**src/design/sjn_pkg.sv**
```systemverilog
// sjn_pkg: shared commands and chain control type for the shortest-job-next scheduler
// no dependencies
package sjn_pkg;

    localparam logic CMD_TICK   = 1'b0;
    localparam logic CMD_ARRIVE = 1'b1;

    typedef struct packed {
        logic insert;
        logic pop;
    } sjn_chain_ctl_t;

endpackage

```
**src/design/sjn_cell.sv**
```systemverilog
// sjn_cell: one slot of the sorted ready chain, holds one waiting job
// depends on sjn_pkg
module sjn_cell
    import sjn_pkg::*;
#(
    parameter int ID_BITS   = 8,
    parameter int TIME_BITS = 16
)
(
    input  logic                 clk,
    input  logic                 rst_n,
    input  sjn_chain_ctl_t       ctl,
    input  logic [ID_BITS-1:0]   new_id,
    input  logic [TIME_BITS-1:0] new_time,
    input  logic                 prev_valid,
    input  logic [ID_BITS-1:0]   prev_id,
    input  logic [TIME_BITS-1:0] prev_time,
    input  logic                 prev_cond,
    input  logic                 next_valid,
    input  logic [ID_BITS-1:0]   next_id,
    input  logic [TIME_BITS-1:0] next_time,
    output logic                 valid,
    output logic [ID_BITS-1:0]   id,
    output logic [TIME_BITS-1:0] job_time,
    output logic                 cond
);

    logic                 valid_reg, valid_next;
    logic [ID_BITS-1:0]   id_reg, id_next;
    logic [TIME_BITS-1:0] time_reg, time_next;

    // new job goes ahead of this entry: empty slot or not shorter than the new one
    assign cond = !valid_reg || (new_time <= time_reg);

    always_comb
    begin
        valid_next = valid_reg;
        id_next    = id_reg;
        time_next  = time_reg;
        if (ctl.pop)
        begin
            valid_next = next_valid;
            id_next    = next_id;
            time_next  = next_time;
        end
        else if (ctl.insert)
        begin
            if (prev_cond)
            begin
                valid_next = prev_valid;
                id_next    = prev_id;
                time_next  = prev_time;
            end
            else if (cond)
            begin
                valid_next = 1'b1;
                id_next    = new_id;
                time_next  = new_time;
            end
        end
    end

    always_ff @(posedge clk or negedge rst_n)
    begin
        if (!rst_n)
        begin
            valid_reg <= 1'b0;
        end
        else
        begin
            valid_reg <= valid_next;
        end
    end

    always_ff @(posedge clk)
    begin
        id_reg   <= id_next;
        time_reg <= time_next;
    end

    assign valid    = valid_reg;
    assign id       = id_reg;
    assign job_time = time_reg;

endmodule

```
**src/design/sjn_chain.sv**
```systemverilog
// sjn_chain: row of sjn_cell slots kept sorted by time, newest first among equals
// depends on sjn_pkg and sjn_cell
module sjn_chain
    import sjn_pkg::*;
#(
    parameter int QUEUE_DEPTH = 16,
    parameter int ID_BITS     = 8,
    parameter int TIME_BITS   = 16
)
(
    input  logic                 clk,
    input  logic                 rst_n,
    input  sjn_chain_ctl_t       ctl,
    input  logic [ID_BITS-1:0]   new_id,
    input  logic [TIME_BITS-1:0] new_time,
    output logic [ID_BITS-1:0]   head_id,
    output logic [TIME_BITS-1:0] head_time
);

    logic                 valid_w [QUEUE_DEPTH];
    logic [ID_BITS-1:0]   id_w    [QUEUE_DEPTH];
    logic [TIME_BITS-1:0] time_w  [QUEUE_DEPTH];
    logic                 cond_w  [QUEUE_DEPTH];

    genvar i;
    generate
        for (i = 0; i < QUEUE_DEPTH; i++)
        begin : g_cell
            logic                 p_valid;
            logic [ID_BITS-1:0]   p_id;
            logic [TIME_BITS-1:0] p_time;
            logic                 p_cond;
            logic                 n_valid;
            logic [ID_BITS-1:0]   n_id;
            logic [TIME_BITS-1:0] n_time;

            if (i == 0)
            begin : g_first
                assign p_valid = 1'b0;
                assign p_id    = '0;
                assign p_time  = '0;
                assign p_cond  = 1'b0;
            end
            else
            begin : g_mid
                assign p_valid = valid_w[i-1];
                assign p_id    = id_w[i-1];
                assign p_time  = time_w[i-1];
                assign p_cond  = cond_w[i-1];
            end

            if (i == QUEUE_DEPTH - 1)
            begin : g_last
                assign n_valid = 1'b0;
                assign n_id    = '0;
                assign n_time  = '0;
            end
            else
            begin : g_body
                assign n_valid = valid_w[i+1];
                assign n_id    = id_w[i+1];
                assign n_time  = time_w[i+1];
            end

            sjn_cell #(
                .ID_BITS   (ID_BITS),
                .TIME_BITS (TIME_BITS)
            ) u_cell (
                .clk        (clk),
                .rst_n      (rst_n),
                .ctl        (ctl),
                .new_id     (new_id),
                .new_time   (new_time),
                .prev_valid (p_valid),
                .prev_id    (p_id),
                .prev_time  (p_time),
                .prev_cond  (p_cond),
                .next_valid (n_valid),
                .next_id    (n_id),
                .next_time  (n_time),
                .valid      (valid_w[i]),
                .id         (id_w[i]),
                .job_time   (time_w[i]),
                .cond       (cond_w[i])
            );
        end
    endgenerate

    assign head_id   = id_w[0];
    assign head_time = time_w[0];

endmodule

```
**src/design/shortest_job_next_scheduler.sv**
```systemverilog
// shortest_job_next_scheduler: non-preemptive shortest-job-next scheduler top level
// depends on sjn_pkg and sjn_chain
//
// usage
//   input channel in_valid/in_stall carries command, job_id, job_time;
//   command CMD_TICK advances the scheduler, CMD_ARRIVE brings a new job
//   output channel out_valid/out_stall carries one result item per input item:
//   running slot status, queue count and the drop flag of a full-queue arrival
// timing
//   an item is captured in the input register and then executed, where the
//   sorted chain inserts or pops in one step and the result register is loaded;
//   the result is valid after the item executes, and no new item is accepted
//   until then; in_stall is high while a captured item waits to execute
// stall
//   while out_stall holds a result, the next captured item waits in the input
//   register, so nothing is lost and the result stays stable
// reset
//   rst_n clears the running slot, the queue count, all chain valid bits and
//   both handshakes; no clearing pass is needed
module shortest_job_next_scheduler
    import sjn_pkg::*;
#(
    parameter int QUEUE_DEPTH = 16,
    parameter int ID_BITS     = 8,
    parameter int TIME_BITS   = 16
)
(
    input  logic                                clk,
    input  logic                                rst_n,
    input  logic                                in_valid,
    output logic                                in_stall,
    input  logic                                command,
    input  logic [ID_BITS-1:0]                  job_id,
    input  logic [TIME_BITS-1:0]                job_time,
    output logic                                out_valid,
    input  logic                                out_stall,
    output logic                                running_valid,
    output logic [ID_BITS-1:0]                  running_id,
    output logic [TIME_BITS-1:0]                running_time_left,
    output logic [$clog2(QUEUE_DEPTH + 1)-1:0]  queued_count,
    output logic                                arrival_dropped
);

    localparam int CNT_BITS = $clog2(QUEUE_DEPTH + 1);

    logic                 busy_reg;
    logic                 cmd_reg;
    logic [ID_BITS-1:0]   id_reg;
    logic [TIME_BITS-1:0] time_reg;

    logic                 run_valid_reg, run_valid_next;
    logic [ID_BITS-1:0]   run_id_reg, run_id_next;
    logic [TIME_BITS-1:0] run_time_reg, run_time_next;
    logic [CNT_BITS-1:0]  count_reg, count_next;

    logic                 out_valid_reg;
    logic                 o_valid_reg;
    logic [ID_BITS-1:0]   o_id_reg;
    logic [TIME_BITS-1:0] o_time_reg;
    logic [CNT_BITS-1:0]  o_count_reg;
    logic                 o_drop_reg;

    logic                 accept;
    logic                 exec;
    logic                 dropped;
    logic                 pick_valid;
    logic [ID_BITS-1:0]   pick_id;
    logic [TIME_BITS-1:0] pick_time;
    logic [ID_BITS-1:0]   head_id;
    logic [TIME_BITS-1:0] head_time;
    sjn_chain_ctl_t       ctl;

    assign in_stall = busy_reg;
    assign accept   = in_valid && !busy_reg;
    assign exec     = busy_reg && (!out_valid_reg || !out_stall);

    always_comb
    begin
        run_valid_next = run_valid_reg;
        run_id_next    = run_id_reg;
        run_time_next  = run_time_reg;
        count_next     = count_reg;
        dropped        = 1'b0;
        ctl            = '{insert: 1'b0, pop: 1'b0};
        pick_valid     = run_valid_reg;
        pick_id        = run_id_reg;
        pick_time      = run_time_reg;
        if (cmd_reg == CMD_ARRIVE)
        begin
            if (!run_valid_reg)
            begin
                run_valid_next = 1'b1;
                run_id_next    = id_reg;
                run_time_next  = time_reg;
            end
            else if (count_reg < CNT_BITS'(QUEUE_DEPTH))
            begin
                ctl.insert = 1'b1;
                count_next = count_reg + CNT_BITS'(1);
            end
            else
            begin
                dropped = 1'b1;
            end
        end
        else
        begin
            if (!run_valid_reg || (run_time_reg == '0))
            begin
                if (count_reg != '0)
                begin
                    ctl.pop    = 1'b1;
                    count_next = count_reg - CNT_BITS'(1);
                    pick_valid = 1'b1;
                    pick_id    = head_id;
                    pick_time  = head_time;
                end
                else
                begin
                    pick_valid = 1'b0;
                    pick_id    = '0;
                    pick_time  = '0;
                end
            end
            run_valid_next = pick_valid;
            run_id_next    = pick_id;
            run_time_next  = (pick_valid && (pick_time != '0)) ?
                             pick_time - TIME_BITS'(1) : pick_time;
        end
        if (!exec)
        begin
            ctl = '{insert: 1'b0, pop: 1'b0};
        end
    end

    sjn_chain #(
        .QUEUE_DEPTH (QUEUE_DEPTH),
        .ID_BITS     (ID_BITS),
        .TIME_BITS   (TIME_BITS)
    ) u_chain (
        .clk       (clk),
        .rst_n     (rst_n),
        .ctl       (ctl),
        .new_id    (id_reg),
        .new_time  (time_reg),
        .head_id   (head_id),
        .head_time (head_time)
    );

    always_ff @(posedge clk or negedge rst_n)
    begin
        if (!rst_n)
        begin
            busy_reg      <= 1'b0;
            run_valid_reg <= 1'b0;
            run_id_reg    <= '0;
            run_time_reg  <= '0;
            count_reg     <= '0;
            out_valid_reg <= 1'b0;
        end
        else
        begin
            if (accept)
            begin
                busy_reg <= 1'b1;
            end
            else if (exec)
            begin
                busy_reg <= 1'b0;
            end
            if (exec)
            begin
                run_valid_reg <= run_valid_next;
                run_id_reg    <= run_id_next;
                run_time_reg  <= run_time_next;
                count_reg     <= count_next;
                out_valid_reg <= 1'b1;
            end
            else if (!out_stall)
            begin
                out_valid_reg <= 1'b0;
            end
        end
    end

    // item capture and result payload
    always_ff @(posedge clk)
    begin
        if (accept)
        begin
            cmd_reg  <= command;
            id_reg   <= job_id;
            time_reg <= job_time;
        end
        if (exec)
        begin
            o_valid_reg <= run_valid_next;
            o_id_reg    <= run_valid_next ? run_id_next : '0;
            o_time_reg  <= run_valid_next ? run_time_next : '0;
            o_count_reg <= count_next;
            o_drop_reg  <= dropped;
        end
    end

    assign out_valid         = out_valid_reg;
    assign running_valid     = o_valid_reg;
    assign running_id        = o_id_reg;
    assign running_time_left = o_time_reg;
    assign queued_count      = o_count_reg;
    assign arrival_dropped   = o_drop_reg;

endmodule
```
**config.mk**
```make
export PLATFORM = sky130hd
export DESIGN_NAME = shortest_job_next_scheduler
export DESIGN_NICKNAME = d
export VERILOG_FILES = /design/src/design/sjn_pkg.sv /design/src/design/sjn_cell.sv /design/src/design/sjn_chain.sv /design/src/design/shortest_job_next_scheduler.sv
export SDC_FILE = /design/constraint.sdc
export NUM_CORES = 1
export LEC_CHECK = 0
export ABC_CLOCK_PERIOD_IN_PS = 5100
export BUFFER_PORTS_ARGS = -buffer_cell sky130_fd_sc_hd__clkbuf_2
export CAP_MARGIN = 10
export CORE_ASPECT_RATIO = 0.5
export CORE_MARGIN = 2
export CORE_UTILIZATION = 45
export CTS_CLUSTER_DIAMETER = 120
export DETAILED_ROUTE_END_ITERATION = 8
export GPL_ROUTABILITY_DRIVEN = 0
export MAX_ROUTING_LAYER = met4
export SYNTH_ARGS = -nofsm -noshare
export SYNTH_HDL_FRONTEND = slang
export SYNTH_SLANG_ARGS = --single-unit
```
**constraint.sdc**
```tcl
create_clock -name clk -period 5.1 [get_ports clk]
set_input_delay 0 -clock clk [delete_from_list [all_inputs] [get_ports clk]]
set_output_delay 0 -clock clk [all_outputs]
set_load 0.005 [all_outputs]
```
=== Word level (Yosys, flattened, before mapping) ===
Cells that the tools add are included.

* Add/sub/neg operators: 3
* Equal/unequal tests: 1
* Muxes and demuxes: 215
* Reduce and logical (&&, ||, !) cells: 81
* Magnitude comparators: 17

{| class="wikitable"
|+ Operators by type and width
! operator !! number
|-
| $mux 16 || 67
|-
| $mux 8 || 65
|-
| $le 16x16->1 || 16
|-
| $mux 1 || 77
|-
| $reduce_bool 3->1 || 15
|-
| $reduce_and 2->1 || 18
|-
| $mux 5 || 5
|-
| $logic_not 1->1 || 20
|-
| $logic_or 1x1->1 || 18
|-
| $logic_not 16->1 || 1
|-
| $reduce_bool 16->1 || 1
|-
| $sub 16x1->16 const B || 1
|-
| $reduce_bool 2->1 || 4
|-
| $add 5x1->5 const B || 1
|-
| $lt 5x5->1 const B || 1
|-
| $reduce_bool 5->1 || 1
|-
| $sub 5x1->5 const B || 1
|-
| $logic_and 1x1->1 || 3
|-
| $mux 2 || 1
|-
| $ne 2x1->1 const B || 1
|}

* Logic and storage cells: 379
* Register bits: 488
* Output and inout bits: 33

=== Depth between registers and ports, before layout ===
Gate-level depths: netlist (run 1).

* Depth after elaboration: 8
* Mapped depth: 14
* Mapped depth without buffers: 12

=== Cells and area by module ===
A second synthesis (run 1) with hierarchy kept.

* Cells, all modules: 3,156
* Area, all modules: 31,749.2 sq um

{| class="wikitable"
|+ Modules (own cells, without submodules)
! module !! sequential area each (sq um) !! area each (sq um) !! cells each !! times used
|-
| sjn_cell || 745.7 || 1,676.6 || 168 || 16
|-
| shortest_job_next_scheduler || 2,482.4 || 4,919.7 || 467 || 1
|-
| sjn_chain || 0.0 || 3.8 || 1 || 1
|}

=== Worst setup path after synthesis (run 1) ===
Ideal clock, no wire load.

* Path type: reg-to-reg
* Start point: register time_reg[0]
* End point: register u_chain.g_cell[9].u_cell.id_reg[0] (enable)
* Data arrival time: 4.152 ns
* Cell stages (with the launch flop): 12
* Required time: 4.680 ns
* Slack: 0.528 ns
* Cells stage by stage: edfxtp_1 -> clkbuf_1 -> inv_1 -> ha_1 -> nand4_1 -> nor3_1 -> nand2_1 -> and4_1 -> a21oi_1 -> clkbuf_1 -> inv_1 -> a31oi_1

* Word-level cells in the longest chain between the ends: 4

{| class="wikitable"
|+ RTL lines
! what !! line !! RTL
|-
| start: declaration || shortest_job_next_scheduler.sv:49 || <nowiki>logic [TIME_BITS-1:0] time_reg;</nowiki>
|-
| start signal: assignment || shortest_job_next_scheduler.sv:193 || <nowiki>time_reg <= job_time;</nowiki>
|-
| $le 16x16->1 || sjn_cell.sv:33 || <nowiki>assign cond = !valid_reg || (new_time <= time_reg);</nowiki>
|-
| $logic_or 1x1->1 || sjn_cell.sv:33 ||
|-
| $reduce_bool 3->1 (no line) * || - ||
|-
| $reduce_and 2->1 (no line) * || - ||
|-
| end signal: assignment || sjn_cell.sv:77 || <nowiki>id_reg <= id_next;</nowiki>
|-
| end: declaration || sjn_cell.sv:29 || <nowiki>logic [ID_BITS-1:0] id_reg, id_next;</nowiki>
|}

Every way passes the cells marked *; elsewhere a longest branch is shown, timed or not.
A chain may end at the register's enable or synchronous reset.

=== Final worst setup path (run 1) ===
* Start point: register time_reg[0]
* End point: register u_chain.g_cell[5].u_cell.time_reg[11] (enable)

* Word-level cells in the longest chain between the ends: 4

{| class="wikitable"
|+ RTL lines
! what !! line !! RTL
|-
| $le 16x16->1 || sjn_cell.sv:33 ||
|-
| $logic_or 1x1->1 || sjn_cell.sv:33 ||
|-
| $reduce_bool 3->1 (no line) * || - ||
|-
| $reduce_and 2->1 (no line) * || - ||
|-
| end signal: assignment || sjn_cell.sv:78 || <nowiki>time_reg <= time_next;</nowiki>
|-
| end: declaration || sjn_cell.sv:30 || <nowiki>logic [TIME_BITS-1:0] time_reg, time_next;</nowiki>
|}

Marked as above.

==> results.yml, run 1 <==
global_route:
  grt_max_degree: 232
  grt_pass1_wl_mm: 137
  overflow: 0
  grt_pass1_vias: 23600
  antenna_found_initial: 0
  gr-usage-all-layers_pct: 24.9
timing:
  relSlewSlack_pct: 22.5
  drv_slew: 0
  setup_ws_ns: 1.21
  clock.fmax_mhz: 257
  final-hold-violation-count: 0
  tns_ns: 0
  rsz0062_at_grt: "no"
  period_needed_ns: 3.89
  finalSetupViolCount: 0
  worst_slew_pin_slew_ns: 1.16
  fin_crit_sh_pct: 76.3
  fin_skew_ns: 0.0139
synth:
  synth.yosys.seq_area_share_pct: 44.8
  yosys.area.top_type: "edfxtp_1"
  synth-main-ff-cell: "edfxtp_1"
  ys_seq_elements: 488
  synth_top_area_share_pct: 39.5
  synth_area_mm2: 0.0316
  synthTopCellsByArea: "edfxtp_1 (40%), mux2i_1 (12%), ha_1 (10%), nand2_1 (5.4%), o21ai_0 (5.3%)"
  syn-num-nets: 3525
  synth_cells: 3235
  avgSynthCellArea_um2: 9.77
  synth-async-reset-ratio_pct: 9.84
  ys_warn_count: 0
  synth_edf_count: 416
  synth_cell_type_count: 75
floorplanning:
  num_rows: 68
  die_w_um: 379
  io-pin-count: 62
  core_area_mm2: 0.0693
  die_area_mm2: 0.0725
  fp.dieH_um: 191
  initial_core_util_pct: 45.6
worst_setup_path:
  crit_fanout: 17
  rrSetupSlack_ns: 1.21
  r2r-end: "u_chain.g_cell[5].u_cell.job_time[11]"
  endpoint: "u_chain.g_cell[5].u_cell.job_time[11]"
  startpoint: "time_reg[0]"
  critPathArrivalTime_ns: 4.17
  endpoint_kind: "register"
  rr_startpoint: "time_reg[0]"
  worst_setup_path_start_kind: "register"
  path_class: "register to register"
  rr_worst_depth: 11
  cp.required_ns: 5.38
placement:
  port_buffers: 61
  pre_cts_ws_ns: 1.21
  dp_hpwl_mm: 63.7
finish:
  num-nets-final: 3546
  nFillCells: 6402
  area_growth_pct: 11.4
  largest_register_ffs: 256
  drive_gt1_share_pct: 9.96
clock_tree:
  clock_latency_ns: 0.60
  cts_resized: 0
  clockBufferDepth: 3
  cts_tree: "done"
  ctsHoldBuffers: 28
  cts_made_buffers: 48
  cts.sinks: 488
  post_cts_buffers: 0
  clk_pin_slew_ns: 0.07
  h-tree-depth: 2
  root_buffer: "clkbuf_16"
pwr:
  power_mw: 18.6
  ir_drop_mv: 0.251
  power_density_mw_per_mm2: 529
  power.leakage_nw: 14.9
route:
  drt_iter0_drc: 2195
  route.vias.total: 24100
  antenna_left: 0
  wirelength_mm: 87.7
  wl_per_cell_um: 20.7
  routed_via_density: 5.69
  drc: 0
  firstDrtPassIters: 5
worst_hold_path:
  hold_path_class: "primary input to register"
status:
  status: "finished clean"
flow_run:
  maxCapViolCount: 0
==> cell families after synthesis <==
kind of cell	after synthesis	synth area share (%)
flops	488	44.8
buf+inv	484	6.20
xor+xnor	16	0.443
fa+ha+maj	261	10.3
compound gates	801	14.8
simple gates	789	10.7
mux	396	12.6
==> critical path: stages (launching register included) <==
cell	delay, ns
edfxtp_1	0.36
buf_4	0.22
inv_1	0.69
buf_4	0.27
ha_1	0.14
inv_1	0.03
a21oi_1	0.16
o21bai_1	0.08
o221ai_1	0.32
a31oi_4	0.39
a21oi_2	0.56
buf_4	0.34
==> cell usage after synthesis, drive strengths merged, types with 46 or more instances <==
cell type  instances
buf               77
o21ai            437
ha               261
nor2             156
inv              264
a21oi            143
edfxtp           416
dfrtp             48
clkbuf           143
mux2i            374
nand4             46
nand2            458
==> stage by stage <==
step	hold WS, ns	util [%]	instances	instance area [um2]
after floorplan	-0.296	-	3235	31600
after global placement	0.177	47.9	4123	33200
after detailed placement	0.179	47.9	4123	33200
after CTS	0.0732	50.8	4239	35200
after global routing	0.0944	50.8	4239	35200
final	0.116	50.8	4240	35200
==> how the worst min path moves through the flow <==
stage	start	to	slack, ns	cells past startpoint
floorplan	rst_n	count_reg[0]	-0.30	0
global placement	job_id[6]	id_reg[6]	0.18	1
detailed placement	job_id[1]	id_reg[1]	0.18	1
CTS	job_time[8]	time_reg[8]	0.07	2
global route	job_time[12]	time_reg[12]	0.09	2
finish	job_id[6]	id_reg[6]	0.12	2
==> power breakdown <==
group	total, mW	leakage, nW	internal (mW)	switching (mW)
combinational	7.35	9.52	3.12	4.23
clock	4.09	0.845	2.44	1.65
sequential	7.18	4.55	6.07	1.11
==> layer usage <==
layer	global-route usage (%)	up-vias	wire length (um)
li1	-	11700	-
met1	36.5	11600	43500
met2	35.9	682	36900
met3	3.70	130	5190
met4	6.73	0	2140
met5	-	-	0
==> cell usage in the layout (no fill, tap or decap), drive strengths merged, types with 24 or more instances in the layout <==
cell type,instances
inv,265
a31o,26
edfxtp,416
a31oi,25
ha,261
a21oi,143
nor2,156
clkbuf,121
dfrtp,48
nand4,46
buf,102
nor3,36
nand2,458
mux2i,374
o21ai,437
dlygate4sd3,28
dfxtp,24
==> cell type report <==
| class | count | area (um2) | area share [%] |
|---|---|---|---|
| antenna | 1 | 2.50 | 0.00711 |
| clock buffer | 60 | 1280 | 3.63 |
| clock inverter | 28 | 472 | 1.34 |
| inverter | 264 | 991 | 2.81 |
| multi-input combinational | 2263 | 15700 | 44.5 |
| sequential | 488 | 14200 | 40.3 |
| tap | 945 | 1180 | 3.36 |
| timing repair buffer | 191 | 1440 | 4.09 |
(Power assumes the default switching activity.)
==> inputs of run 2 (changes only) <==
--- a/config.mk
+++ b/config.mk
@@ -5,7 +5,7 @@
 export SDC_FILE = /design/constraint.sdc
 export NUM_CORES = 1
 export LEC_CHECK = 0
-export ABC_CLOCK_PERIOD_IN_PS = 5100
+export ABC_CLOCK_PERIOD_IN_PS = 3300
 export BUFFER_PORTS_ARGS = -buffer_cell sky130_fd_sc_hd__clkbuf_2
 export CAP_MARGIN = 10
 export CORE_ASPECT_RATIO = 0.5
==> constraint.sdc (replaced) <==
create_clock -name clk -period 3.3 [get_ports clk]
set_input_delay 0 -clock clk [delete_from_list [all_inputs] [get_ports clk]]
set_output_delay 0 -clock clk [all_outputs]
set_load 0.005 [all_outputs]
==> run 2 against run 1 <==
Sequential power grew 50%. Utilization grew 1.4 points. Die area is the same. Non-clock buffer count grew 69. Worst setup slack lost 1.1 ns. Combinational power grew 67%. Sequential share of layout area shrank 1.1 points. Final cell count grew 1.7%. Worst hold slack lost 0.011 ns. Via count grew 1.4%. Global-route usage shrank 0.81 points. Largest power group unchanged.
==> results.yml, run 2 (synthesis gave the netlist of run 1 again) <==
status:
  status: "finished clean"
flow_run:
  maxCapViolCount: 0
clock_tree:
  root_buffer: "clkbuf_16"
  clockBufferDepth: 3
  cts_tree: "done"
  h-tree-depth: 2
  clock_latency_ns: 0.62
  cts.sinks: 488
  clk_pin_slew_ns: 0.07
  cts_made_buffers: 49
finish:
  drive_gt1_share_pct: 12.0
  final-seq-area_mm2: 0.0142
  nFillCells: 6325
  layoutNonFillerInstCount: 4311
  multiInputGateArea_mm2: 0.0158
  largest_register_ffs: 256
  layout_common_cells: "nand2_1 (452), edfxtp_1 (416), mux2i_1 (374)"
  final_common_cell: "nand2_1"
  area_growth_pct: 14.4
  num-nets-final: 3616
  diodes: 0
pwr:
  clkPwrFrac_pct: 20.3
  power_density_mw_per_mm2: 804
  power_switching_mw: 10.9
  combPwrFrac_pct: 42.4
  power.share.switching_pct: 37.6
  power_mw: 29.1
  p_int_mw: 18.1
  ir_drop_mv: 0.397
  pwr-share-seq_pct: 37.3
  power.leakage_nw: 15.4
worst_setup_path:
  endpoint: "running_time_left[14]"
  path_class: "register to register"
  rr_startpoint: "run_time_reg[11]"
  rrSetupSlack_ns: 0.08
  crit_fanout: 22
  cp.depth: 8
  crit_path_frequent_cell: "buf_4"
  cp_cell_sequence: "or4_1, o41a_1, buf_4, o311ai_4, buf_4, nor4b_4, mux2_1, o22ai_1"
  r2r-end: "running_time_left[14]"
  max_stage_delay_ns: 0.61
  startpoint: "run_time_reg[11]"
  cp.required_ns: 3.77
  rr_worst_depth: 8
  crit_buf_inv: 2
  worst_setup_path_start_kind: "register"
  critPathArrivalTime_ns: 3.69
  cp_slowest_cell: "or4_1"
  critical_path.top_delay_family: "compound AO/OA/AOI/OAI gates"
  endpoint_kind: "register"
floorplanning:
  die_w_um: 379
  fp.dieH_um: 191
  die_area_mm2: 0.0725
  io-pin-count: 62
  initial_core_util_pct: 45.6
  core_area_mm2: 0.0693
  num_rows: 68
timing:
  worst_slew_pin_slew_ns: 1.15
  finalSetupViolCount: 0
  tns_ns: 0
  fin_crit_sh_pct: 97.6
  drv_slew: 0
  rsz0062_at_grt: "yes"
  final-hold-violation-count: 0
  clock.fmax_mhz: 311
  fin_skew_ns: 0.0295
  period_needed_ns: 3.22
  relSlewSlack_pct: 23.4
global_route:
  gr-usage-all-layers_pct: 24.1
  antenna_found_initial: 1
  grt_pass1_vias: 23900
  grt_max_degree: 114
  overflow: 0
  grt_pass1_wl_mm: 135
placement:
  port_buffers: 61
  dp_hpwl_mm: 62.2
  dp_cells: 4191
route:
  drt_iter0_drc: 2648
  routed_via_density: 5.68
  antenna_left: 0
  firstDrtPassIters: 6
  route.vias.total: 24500
  drc: 0
  wl_per_cell_um: 19.9
  wirelength_mm: 85.8
worst_hold_path:
  holdPathStages: 2
  hold_path_class: "primary input to register"
==> run 2: cell type report <==
cell class | instances | share of cell area, %
multi-input combinational | 2263 | 43.8
clock inverter | 17 | 0.581
tap | 945 | 3.27
clock buffer | 74 | 3.93
inverter | 264 | 2.75
sequential | 488 | 39.2
timing repair buffer | 260 | 6.52
==> run 2: power by group through the flow <==
| stage | combinational (mW) | clock (mW) | sequential [mW] |
|---|---|---|---|
| floorplan | 8.41 | 0 | 10.4 |
| global placement | 11.9 | 0 | 10.9 |
| detailed placement | 12.2 | 0 | 10.9 |
| CTS | 12.3 | 6.01 | 10.8 |
| global route | 13.6 | 6.24 | 11.0 |
| finish | 12.3 | 5.90 | 10.8 |
==> run 2: metrics by stage <==
stage / hold WS, ns / cell area [um2] / setup slack, ns / utilization, %
after floorplan: -0.296 / 31900 / -0.0906 / -
after global placement: 0.176 / 34200 / 0.0488 / 49.4
after detailed placement: 0.179 / 34200 / 0.0312 / 49.4
after CTS: 0.0673 / 36100 / 0.0230 / 52.2
after global routing: 0.0898 / 36200 / -0.0288 / 52.2
final: 0.105 / 36200 / 0.0805 / 52.2
==> run 2: how the worst min path moves through the flow <==
stage / from / to
2_1_floorplan: rst_n / count_reg[0]
3_3_place_gp: job_id[1] / id_reg[1]
3_5_place_dp: job_time[11] / time_reg[11]
4_1_cts: job_id[6] / id_reg[6]
5_1_grt: job_id[1] / id_reg[1]
6_report: job_id[0] / id_reg[0]
==> run 2: worst register-to-register path, delay by kind of cell (launching register included) <==
| family | cells | cell delay, ns |
|---|---|---|
| AND/OR/NAND/NOR | 2 | 0.87 |
| multiplexers | 1 | 0.35 |
| AO/OA/AOI/OAI | 3 | 1.03 |
| flip-flops | 1 | 0.37 |
| buffers and inverters | 2 | 0.45 |
==> run 2: timing repair <==
item | 4_1_cts | 5_1_grt
setup buffers | 0 | 1
setup endpoints to repair | 0 | 93
resized for setup | 0 | 8
hold buffers | 28 | 0
hold endpoints to repair | 60 | 0
==> run 2: layer usage <==
metal / up-vias / global-route usage (%) / share of wire [%]
met5: - / - / 0
met4: 0 / 5.48 / 2.0
met3: 116 / 3.40 / 5.8
met2: 700 / 36.8 / 44
met1: 11800 / 34.1 / 48
li1: 11900 / - / -
